## config.mk

```make
export PLATFORM = sky130hd
export DESIGN_NAME = lud_recip
export DESIGN_NICKNAME = d
export VERILOG_FILES = /design/src/design/lud_pkg.sv /design/src/design/lud_recip.sv
export SDC_FILE = /design/constraint.sdc
export NUM_CORES = 1
export LEC_CHECK = 0
export BUFFER_PORTS_ARGS = -buffer_cell sky130_fd_sc_hd__buf_2
export CAP_MARGIN = 30
export CORE_MARGIN = 2
export CORE_UTILIZATION = 55
export CTS_CLUSTER_SIZE = 12
export DETAILED_ROUTE_END_ITERATION = 6
export GPL_ROUTABILITY_DRIVEN = 1
export HOLD_SLACK_MARGIN = 0.15
export PLACE_DENSITY_LB_ADDON = 0.25
export SYNTH_ARGS = -nofsm -noshare
export SYNTH_HDL_FRONTEND = slang
export SYNTH_SLANG_ARGS = --single-unit
```

## constraint.sdc

```tcl
create_clock -name clk -period 5.2 [get_ports clk]
set_clock_uncertainty 0.15 [all_clocks]
set_input_delay 1.04 -clock clk [delete_from_list [all_inputs] [get_ports clk]]
set_output_delay 1.04 -clock clk [all_outputs]
set_load 0.01 [all_outputs]
```

## src/design/lud_pkg.sv

```systemverilog
`default_nettype none

package lud_pkg;

	localparam int unsigned FOCAL_W = 20;
	localparam int unsigned COEF_W = 24;
	localparam int unsigned RECIP_W = 24;
	localparam int unsigned CFG_DATA_W = 24;
	localparam int unsigned CFG_IDX_W = 3;

	typedef enum logic [CFG_IDX_W-1:0] {
		REG_FOCAL_X = 3'd0,
		REG_FOCAL_Y = 3'd1,
		REG_CENTER_X = 3'd2,
		REG_CENTER_Y = 3'd3,
		REG_RADIAL_K1 = 3'd4,
		REG_RADIAL_K2 = 3'd5,
		REG_TANG_P1 = 3'd6,
		REG_TANG_P2 = 3'd7
	} reg_idx_t;

	typedef struct packed {
		logic [FOCAL_W-1:0] focal_x;
		logic [FOCAL_W-1:0] focal_y;
		logic [FOCAL_W-1:0] center_x;
		logic [FOCAL_W-1:0] center_y;
		logic signed [COEF_W-1:0] k1;
		logic signed [COEF_W-1:0] k2;
		logic signed [COEF_W-1:0] p1;
		logic signed [COEF_W-1:0] p2;
		logic [RECIP_W-1:0] recip_x;
		logic [RECIP_W-1:0] recip_y;
	} lud_cfg_t;

	function automatic logic signed [23:0] sat_s24(input logic signed [63:0] v);
		logic signed [23:0] r;
		if (v > 64'sd8388607) begin
			r = 24'sh7FFFFF;
		end else if (v < -64'sd8388608) begin
			r = 24'sh800000;
		end else begin
			r = v[23:0];
		end
		return r;
	endfunction

	function automatic logic signed [31:0] sat_s32(input logic signed [63:0] v);
		logic signed [31:0] r;
		if (v > 64'sd2147483647) begin
			r = 32'sh7FFFFFFF;
		end else if (v < -64'sd2147483648) begin
			r = 32'sh80000000;
		end else begin
			r = v[31:0];
		end
		return r;
	endfunction

endpackage

`default_nettype wire

```

## src/design/lud_recip.sv

```systemverilog
`default_nettype none

module lud_recip (
	input wire logic clk,
	input wire logic arst_n,
	input wire logic start,
	input wire logic [lud_pkg::FOCAL_W-1:0] den,
	output logic busy,
	output logic [lud_pkg::RECIP_W-1:0] recip
);

	import lud_pkg::*;

	// Restoring division of 2^36 by the focal length, one quotient bit per cycle.
	localparam int unsigned QW = 37;
	localparam logic [5:0] LAST_STEP = 6'(QW - 1);

	logic busy_q;
	logic [5:0] cnt_q;
	logic [FOCAL_W-1:0] rem_q;
	logic [QW-1:0] quo_q;
	logic [FOCAL_W-1:0] den_q;
	logic [RECIP_W-1:0] recip_q;

	logic [FOCAL_W:0] rem_shift;
	logic take;
	logic [QW-1:0] quo_next;

	always_comb begin
		rem_shift = {rem_q, cnt_q == LAST_STEP};
		take = rem_shift >= {1'b0, den_q};
		quo_next = {quo_q[QW-2:0], take};
	end

	always_ff @(posedge clk or negedge arst_n) begin
		if (!arst_n) begin
			busy_q <= 1'b0;
			cnt_q <= '0;
			recip_q <= '1;
		end else if (start) begin
			busy_q <= 1'b1;
			cnt_q <= LAST_STEP;
		end else if (busy_q) begin
			cnt_q <= cnt_q - 6'd1;
			if (cnt_q == 6'd0) begin
				busy_q <= 1'b0;
				recip_q <= (quo_next[QW-1:RECIP_W] != '0) ? '1 : quo_next[RECIP_W-1:0];
			end
		end
	end

	always_ff @(posedge clk) begin
		if (start) begin
			rem_q <= '0;
			quo_q <= '0;
			den_q <= den;
		end else if (busy_q) begin
			rem_q <= take ? FOCAL_W'(rem_shift - {1'b0, den_q}) : rem_shift[FOCAL_W-1:0];
			quo_q <= quo_next;
		end
	end

	assign busy = busy_q;
	assign recip = recip_q;

endmodule

`default_nettype wire

```

Yosys cells after proc, flatten, opt, wreduce, memory -nomap -nowiden. Cells that the tools add are included.

Register bits after elaboration: 107. Output and inout port bits: 25. Word-level logic and storage cells: 22.

$add $sub $neg: 2. $lt $le $gt $ge: 1. Equal/unequal tests: 1. Muxes and demuxes: 7. Bitwise gates (word level): 1. Reduce and logical (&&, ||, !) cells: 4.

Operators by type and width (count): two-way mux 24 bit (1); greater-or-equal comparator 21 x 20 -> 1 bit (1); two-way mux 20 bit (1); subtractor 20 bit (1); nonzero test 13 bit (1); two-way mux 6 bit (2); equality test 6 bit (second input constant) (1); zero test 6 bit (1); subtractor 6 x 1 -> 6 bit (second input constant) (1); two-way mux 1 bit (3); AND reduction 3 bit (1); nonzero test 2 bit (1); NOT 1 bit (1).

Logic depth before layout (Yosys ltp). Gate-level depths: netlist of the first run.

Depth after elaboration: 4. Mapped depth: 13. Mapped depth without buffers: 12.

Worst setup path after synthesis of the first run. No wires, ideal clock.

Path kind: reg-to-reg. Start point: reg cnt_q[0]. End point: reg rem_q[0]. Setup time: 0.095 ns. Arrival time: 2.422 ns. Setup slack: 2.533 ns. Stages on the path, launching flop included: 13. Cell sequence: dfrtp_1 inv_1 ha_1 nand4_1 ha_1 nand3_1 nor2_1 a2111oi_4 o22ai_1 and2_1 buf_6 or4_1 o311ai_1.

Word-level cells in the longest chain between the ends: 3. Elaborated cells on any way between the ends: 4. Classes of those cells: add/sub (1); order compare (1); eq/ne (1); mux (1).

Ends and longest elaborated chain: start: declaration (line lud_recip.sv:19) `logic [5:0] cnt_q;`; start signal: assignment (line lud_recip.sv:44) `cnt_q <= cnt_q - 6'd1;`; equality test 6 bit (*) (line lud_recip.sv:30) `rem_shift = {rem_q, cnt_q == LAST_STEP};`; subtractor 20 bit or greater-or-equal comparator 21 x 20 -> 1 bit (tied branches) (line lud_recip.sv:58, lud_recip.sv:31); two-way mux 20 bit (*) (line lud_recip.sv:58) `rem_q <= take ? FOCAL_W'(rem_shift - {1'b0, den_q}) : rem_shift[FOCAL_W-1:0];`; end signal: assignment (line lud_recip.sv:58); end: declaration (line lud_recip.sv:20) `logic [FOCAL_W-1:0] rem_q;`.

Mark *: on every way between the ends. The rest lies on a longest branch, timed or not. A chain may end at the register's enable or synchronous reset.

Worst setup path in the final report of the first run.
Start point: reg cnt_q[0]. End point: reg rem_q[1].

Same word-level chain as after synthesis.

==> results of run 1 <==
[area by class of cell]
class	count	area [um2]	area share
Sequential cell	107	2530	0.436
Timing Repair Buffer	52	273	0.0470
Clock inverter	6	46.3	0.00797
Multi-Input combinational cell	371	2570	0.442
Clock buffer	10	128	0.0220
Tap cell	129	161	0.0278
Inverter	27	101	0.0175
[placed cells by master, fill, tap and decap left out, drive strengths merged, types with 4 or more instances in the layout]
master  Yosys  final
o31ai       4      4
xnor2      10     10
nor4        6      6
nor3       11     11
dfstp      24     24
inv        27     32
o22a       24     24
nor3b       6      6
and2        4      4
mux2i      37     37
a311oi     11     11
edfxtp     20     20
nor2       74     74
nand2      22     22
dfxtp      56     56
nand4       6      6
nor2b       6      6
o21ai      25     25
xor2        5      5
a31oi       5      5
a21o        5      5
a21oi      20     20
buf        14     52
clkbuf     18     10
nand3      17     17
ha         22     22
dfrtp       7      7
[sequential cells by signal (all words and copies together), names as in the netlist]
register and count:
den_q 20, quo_q 36, busy 1, recip 24
cnt_q 6, rem_q 20
[per-stage QoR]
stage               std cells  hold WS (ns)  total power, W  instance area (um2)   util
floorplan                 537         0.302         0.00153                 5350      -
global placement          686         0.314         0.00170                 5630  0.604
detailed placement        686         0.315         0.00172                 5630  0.604
CTS                       702         0.333         0.00219                 5810  0.623
global route              702         0.343         0.00228                 5810  0.623
finish                    702         0.330         0.00217                 5810  0.623
[cells in the mapped netlist, types with 4 or more instances]
library cell   n
a21oi_1       20
nor2_1        74
clkbuf_1      18
nand2_1       22
nand3_1       17
dfxtp_1       56
nor2b_1        6
xnor2_1       10
and2_1         4
nor3b_1        6
edfxtp_1      20
o22a_1        24
dfrtp_1        7
a311oi_1      10
xor2_1         5
o21ai_1       11
o21ai_0       13
dfstp_2       24
o31ai_1        4
mux2i_1       37
buf_2          5
a31oi_1        5
a21o_1         4
buf_1          5
nor4_1         6
nand4_1        6
ha_1          22
inv_1         27
nor3_1        10
[power groups by stage]
stage | logic (W) | clock network, W | registers (W)
floorplan | 0.000351 | 0 | 0.00118
global placement | 0.000560 | 0 | 0.00114
detailed placement | 0.000573 | 0 | 0.00114
CTS | 0.000575 | 0.000486 | 0.00113
global route | 0.000629 | 0.000515 | 0.00114
finish | 0.000571 | 0.000472 | 0.00112
[cells by family (layout without fill, tap and decap cells)]
logic type,Yosys count,after routing,share of synthesized area
AO/OA/AOI/OAI,121,121,0.168
XOR/XNOR,15,15,0.0246
adder cells (fa/ha/maj),23,23,0.0552
buffers and inverters,59,95,0.0475
flip-flops,107,107,0.473
multiplexers,38,38,0.0714
AND/OR/NAND/NOR,174,174,0.161
[worst max-delay path: cells and delay by family (launching register included)]
kind	cells	cell delay [ns]
buf+inv	1	0.08
flops	1	0.39
fa+ha+maj	2	0.43
simple gates	4	0.61
compound gates	4	1.50
[how the worst max path moves through the flow]
stage | startpoint | end | slack (ns)
finish | cnt_q[0] | rem_q[1] | 1.95
floorplan | cnt_q[0] | rem_q[0] | 2.53
CTS | cnt_q[0] | rem_q[1] | 1.98
detailed placement | cnt_q[0] | rem_q[1] | 2.00
global placement | cnt_q[0] | rem_q[1] | 2.12
global route | cnt_q[0] | rem_q[1] | 1.57
[per-layer routing]
layer	vias up	share of wire	global-route usage
li1	2011	-	-
met1	1956	0.48	0.301
met2	82	0.47	0.338
met3	10	0.039	0.0461
met4	0	0.010	0.0595
met5	-	0	0
==> impl_metrics.py, run 1 <==
metrics = {
    "outcome": {
        "status": "complete, no violations",
    },
    "clocking": {
        "clock-sinks": 107,
        "cts_setup_buffers": 0,
        "hold_buffers": 0,
        "cts_buffers": 9,
        "cts_max_level": 3,
        "cts_tree": "built",
        "cts-root-buf": "clkbuf_8",
        "clockBufferDepth": 2,
        "clkTransAtPathRegs_ns": 0.11,
        "worstSkewPairLatency_ns": 0.38,
        "cts_resized": 0,
    },
    "yosys": {
        "async_flop_share": 0.290,
        "syn_area_per_cell_um2": 9.96,
        "synth.distinct_cells": 65,
        "synth-main-ff-cell": "dfxtp_1",
        "netlist_top_cells_area": "dfxtp_1 21%, dfstp_2 12%, edfxtp_1 11%",
        "syn_inst": 537,
        "yosysWarnings": 0,
        "synth_edf_count": 20,
        "yosysSeqAreaShare": 0.473,
        "synth-seq-cells": 107,
        "synth_area_um2": 5350,
        "yosys.area.top_type": "dfxtp_1",
        "syn_nets": 583,
        "yosys.area.top_type_share": 0.210,
    },
    "global_routing": {
        "antenna_found_initial": 0,
        "globalRoute.totalOverflow": 0,
        "grt_pass1_wl_um": 17800,
        "grt_pass1_vias": 3745,
        "grt.total_usage": 0.215,
        "grt_max_degree": 55,
    },
    "cells_and_area": {
        "n_fill_cell": 784,
        "nNetsFinal": 614,
        "area_growth_pct": 8.59,
        "drive_above_1_share": 0.188,
        "antenna_cells": 0,
    },
    "setup_path": {
        "cp_cell_sequence": "inv_1 -> ha_1 -> nand4_1 -> ha_1 -> nor2b_1 -> o31a_1 -> o21ai_2 -> nand3_1 -> a41oi_2 -> nand2_1 -> o311ai_1",
        "crit_required_ns": 5.34,
        "critPathKind": "flip-flop to flip-flop",
        "cpPeakStageDelay_ns": 0.76,
        "crit_top_cell": "ha_1",
        "critical_path_arrival_ns": 3.40,
        "regToRegSetupSlack_ns": 1.95,
        "r2r-end": "rem_q[1]",
        "cp_max_fo": 16,
        "critical_path.startpoint_type": "flip-flop",
        "cpMaxStageDelayCell": "a41oi_2",
        "rr_startpoint": "cnt_q[0]",
        "r2r_cells": 11,
        "critPathCaptureType": "flip-flop",
    },
    "pwr": {
        "ir_drop_v": 0.000233,
        "p_switching_w": 0.000665,
        "p_int_w": 0.00150,
        "swShare": 0.307,
        "power.share.clock": 0.218,
        "p_per_area_nw_per_um2": 373,
        "p_leak_nw": 2.63,
        "seqPwrFrac": 0.519,
        "pwr-share-comb": 0.264,
    },
    "sta": {
        "tightest_slew_ns": 0.878,
        "finalSetupTns_ns": 0,
        "timing.final.crit_period_ns": 3.25,
        "final-setup-viol-count": 0,
        "hold_violations": 0,
        "setup_ws_ns": 1.95,
        "fin_crit_sh": 0.625,
        "slew_violations": 0,
        "relSlewSlack": 0.414,
        "maxClockFrequency_mhz": 308,
        "rsz0062_at_grt": "no",
    },
    "detailed_routing": {
        "via_per_inst": 5.78,
        "totalWireLength_um": 10900,
        "postRouteAntennaNets": 0,
        "via_count": 4059,
        "drcViolationCount": 0,
        "firstDrtPassIters": 4,
        "drt_iter0_drc": 256,
        "routedWlPerCell_um": 15.5,
    },
    "floorplan": {
        "coreArea_um2": 9330,
        "start_util": 0.573,
        "die-area_um2": 10500,
        "die_w_um": 103,
        "dieHeight_um": 103,
        "ios": 48,
        "rows": 35,
    },
    "placement": {
        "io_buffers": 47,
        "place_congestion": 0.883,
        "place_ws_ns": 2.00,
        "hpwlAfterDp_um": 7380,
    },
    "min_path": {
        "whs_path_depth": 1,
        "hp-class": "flip-flop to flip-flop",
        "hold_end": "recip[18]",
        "hold_start": "quo_q[17]",
    },
    "flow_run": {
        "maxCapViolations": 0,
    },
}
Power figures use the tool's default switching activity.
==> run 2, diff against run 1 <==
==> constraint.sdc (replaced) <==
create_clock -name clk -period 3.4 [get_ports clk]
set_clock_uncertainty 0.15 [all_clocks]
set_input_delay 0.68 -clock clk [delete_from_list [all_inputs] [get_ports clk]]
set_output_delay 0.68 -clock clk [all_outputs]
set_load 0.01 [all_outputs]
==> run 2 against run 1 <==
Compared with the run above:
- routed wire length down 0.84%
- setup slack worse by 1.6 ns
- first-iteration DRC count down 14%
- largest cell class unchanged
- maximum frequency up 5.1%
- power up 55%
- cell area up 0.93%
- largest power group unchanged
- worst hold slack worse by 0.14 ns
- core utilization up 0.58 points
- global-route usage up 0.36 points
- die area unchanged
==> impl_metrics.py, run 2 (synthesized netlist as in run 1, its figures left out) <==
metrics = {
    "floorplan": {
        "start_util": 0.573,
        "ios": 48,
        "dieHeight_um": 103,
        "rows": 35,
        "coreArea_um2": 9330,
        "die_w_um": 103,
        "die-area_um2": 10500,
    },
    "clocking": {
        "cts_setup_buffers": 0,
        "clockBufferDepth": 2,
        "cts_buffers": 9,
        "clkTransAtPathRegs_ns": 0.11,
        "cts_max_level": 3,
        "worstSkewPairLatency_ns": 0.38,
        "cts_tree": "built",
        "cts_resized": 0,
        "hold_buffers": 0,
        "cts-root-buf": "clkbuf_8",
        "clock-sinks": 107,
    },
    "setup_path": {
        "critPathCaptureType": "flip-flop",
        "cp_cell_sequence": "inv_1 -> ha_1 -> nand4_1 -> ha_1 -> nor2b_1 -> o31a_1 -> o21ai_2 -> nand3_1 -> a41o_1 -> or4_1 -> o311ai_1",
        "cp_max_fo": 18,
        "critPathKind": "flip-flop to flip-flop",
        "crit_required_ns": 3.52,
        "cpMaxStageDelayCell": "or4_1",
        "path_delay_family": "compound AO/OA/AOI/OAI gates",
        "critical_path_arrival_ns": 3.22,
        "critical_path.startpoint_type": "flip-flop",
        "cpPeakStageDelay_ns": 0.55,
        "crit_top_cell": "ha_1",
        "crit_buf_inv": 1,
    },
    "sta": {
        "tightest_slew_ns": 0.790,
        "hold_violations": 0,
        "finalSetupTns_ns": 0,
        "relSlewSlack": 0.474,
        "holdWs_ns": 0.195,
        "rsz0062_at_grt": "no",
        "slew_violations": 0,
        "final-setup-viol-count": 0,
        "timing.final.crit_period_ns": 3.09,
        "maxClockFrequency_mhz": 323,
        "fin_crit_sh": 0.909,
    },
    "cells_and_area": {
        "n_fill_cell": 774,
        "final_cell_mix": "74 x nor2_1, 56 x dfxtp_1, 47 x buf_2",
        "largest_register": "quo_q",
        "mostFrequentLayoutCell": "nor2_1",
        "antenna_cells": 0,
        "nNetsFinal": 617,
        "largest_reg_flops": 36,
        "drive_above_1_share": 0.194,
        "area_growth_pct": 9.59,
    },
    "detailed_routing": {
        "firstDrtPassIters": 5,
        "totalWireLength_um": 10800,
        "postRouteAntennaNets": 0,
        "drt_iter0_drc": 221,
        "routedWlPerCell_um": 15.3,
        "via_count": 4076,
        "via_per_inst": 5.78,
        "drcViolationCount": 0,
    },
    "pwr": {
        "ir_drop_v": 0.000408,
        "p_per_area_nw_per_um2": 575,
        "p_leak_nw": 2.66,
        "power_w": 0.00337,
    },
    "global_routing": {
        "grt_pass1_wl_um": 18300,
        "grt_max_degree": 70,
        "grt_pass1_vias": 3760,
        "globalRoute.totalOverflow": 0,
        "grt.total_usage": 0.218,
        "antenna_found_initial": 0,
    },
    "placement": {
        "hpwlAfterDp_um": 7380,
        "place_congestion": 0.927,
        "io_buffers": 47,
    },
    "min_path": {
        "hp-class": "input port to asynchronous set/reset pin",
    },
    "outcome": {
        "status": "complete, no violations",
    },
    "flow_run": {
        "maxCapViolations": 0,
    },
}
## run 2: through the flow
step	cell area, um2	instances	worst slack [ns]	utilization
2_1_floorplan	5350	537	0.733	-
3_3_place_gp	5660	689	0.464	0.606
3_5_place_dp	5660	689	0.365	0.606
4_1_cts	5860	705	0.325	0.628
5_1_grt	5860	705	0.0474	0.628
6_report	5860	705	0.308	0.628
## run 2: per-layer routing
metal	vias up	share of wire	wire length, um	global-route usage
li1	2018	-	-	-
met1	1968	0.48	5190	0.314
met2	84	0.47	5090	0.337
met3	6	0.037	403	0.0447
met4	0	0.010	108	0.0585
met5	-	0	0	0
## run 2: layout make-up
cell class | instances | area, um2 | share of cell area
clock buffers | 11 | 163 | 0.0278
clock inverters | 5 | 42.5 | 0.00726
inverters | 27 | 101 | 0.0173
multi-input cells | 371 | 2570 | 0.438
flip-flops and latches | 107 | 2530 | 0.432
well taps | 129 | 161 | 0.0275
repair buffers | 55 | 295 | 0.0504
## run 2: final timing paths
| path | slack (ns) | endpoint | cells after the start | from |
|---|---|---|---|---|
| min in group clk | 0.32 | den_q[8] | 1 | den[8] |
| min reg2reg | 0.33 | recip[4] | 1 | quo_q[3] |
| max | 0.31 | rem_q[0] | 11 | cnt_q[0] |
| max reg2reg | 0.31 | rem_q[0] | 11 | cnt_q[0] |
| min | 0.19 | cnt_q[0] | 1 | arst_n |
| max in group asynchronous | 2.39 | busy | 1 | arst_n |
## run 2: power by group
| group | total [W] | internal, W | switching (W) |
|---|---|---|---|
| logic | 0.000871 | 0.000424 | 0.000447 |
| registers | 0.00172 | 0.00160 | 0.000119 |
| clock network | 0.000778 | 0.000340 | 0.000438 |
## run 2: worst register-to-register path: stages (launching register included)
cell	delay, ns
dfrtp_1	0.41
inv_1	0.08
ha_1	0.22
nand4_1	0.11
ha_1	0.21
nor2b_1	0.07
o31a_1	0.28
o21ai_2	0.17
nand3_1	0.19
a41o_1	0.48
or4_1	0.56
o311ai_1	0.08
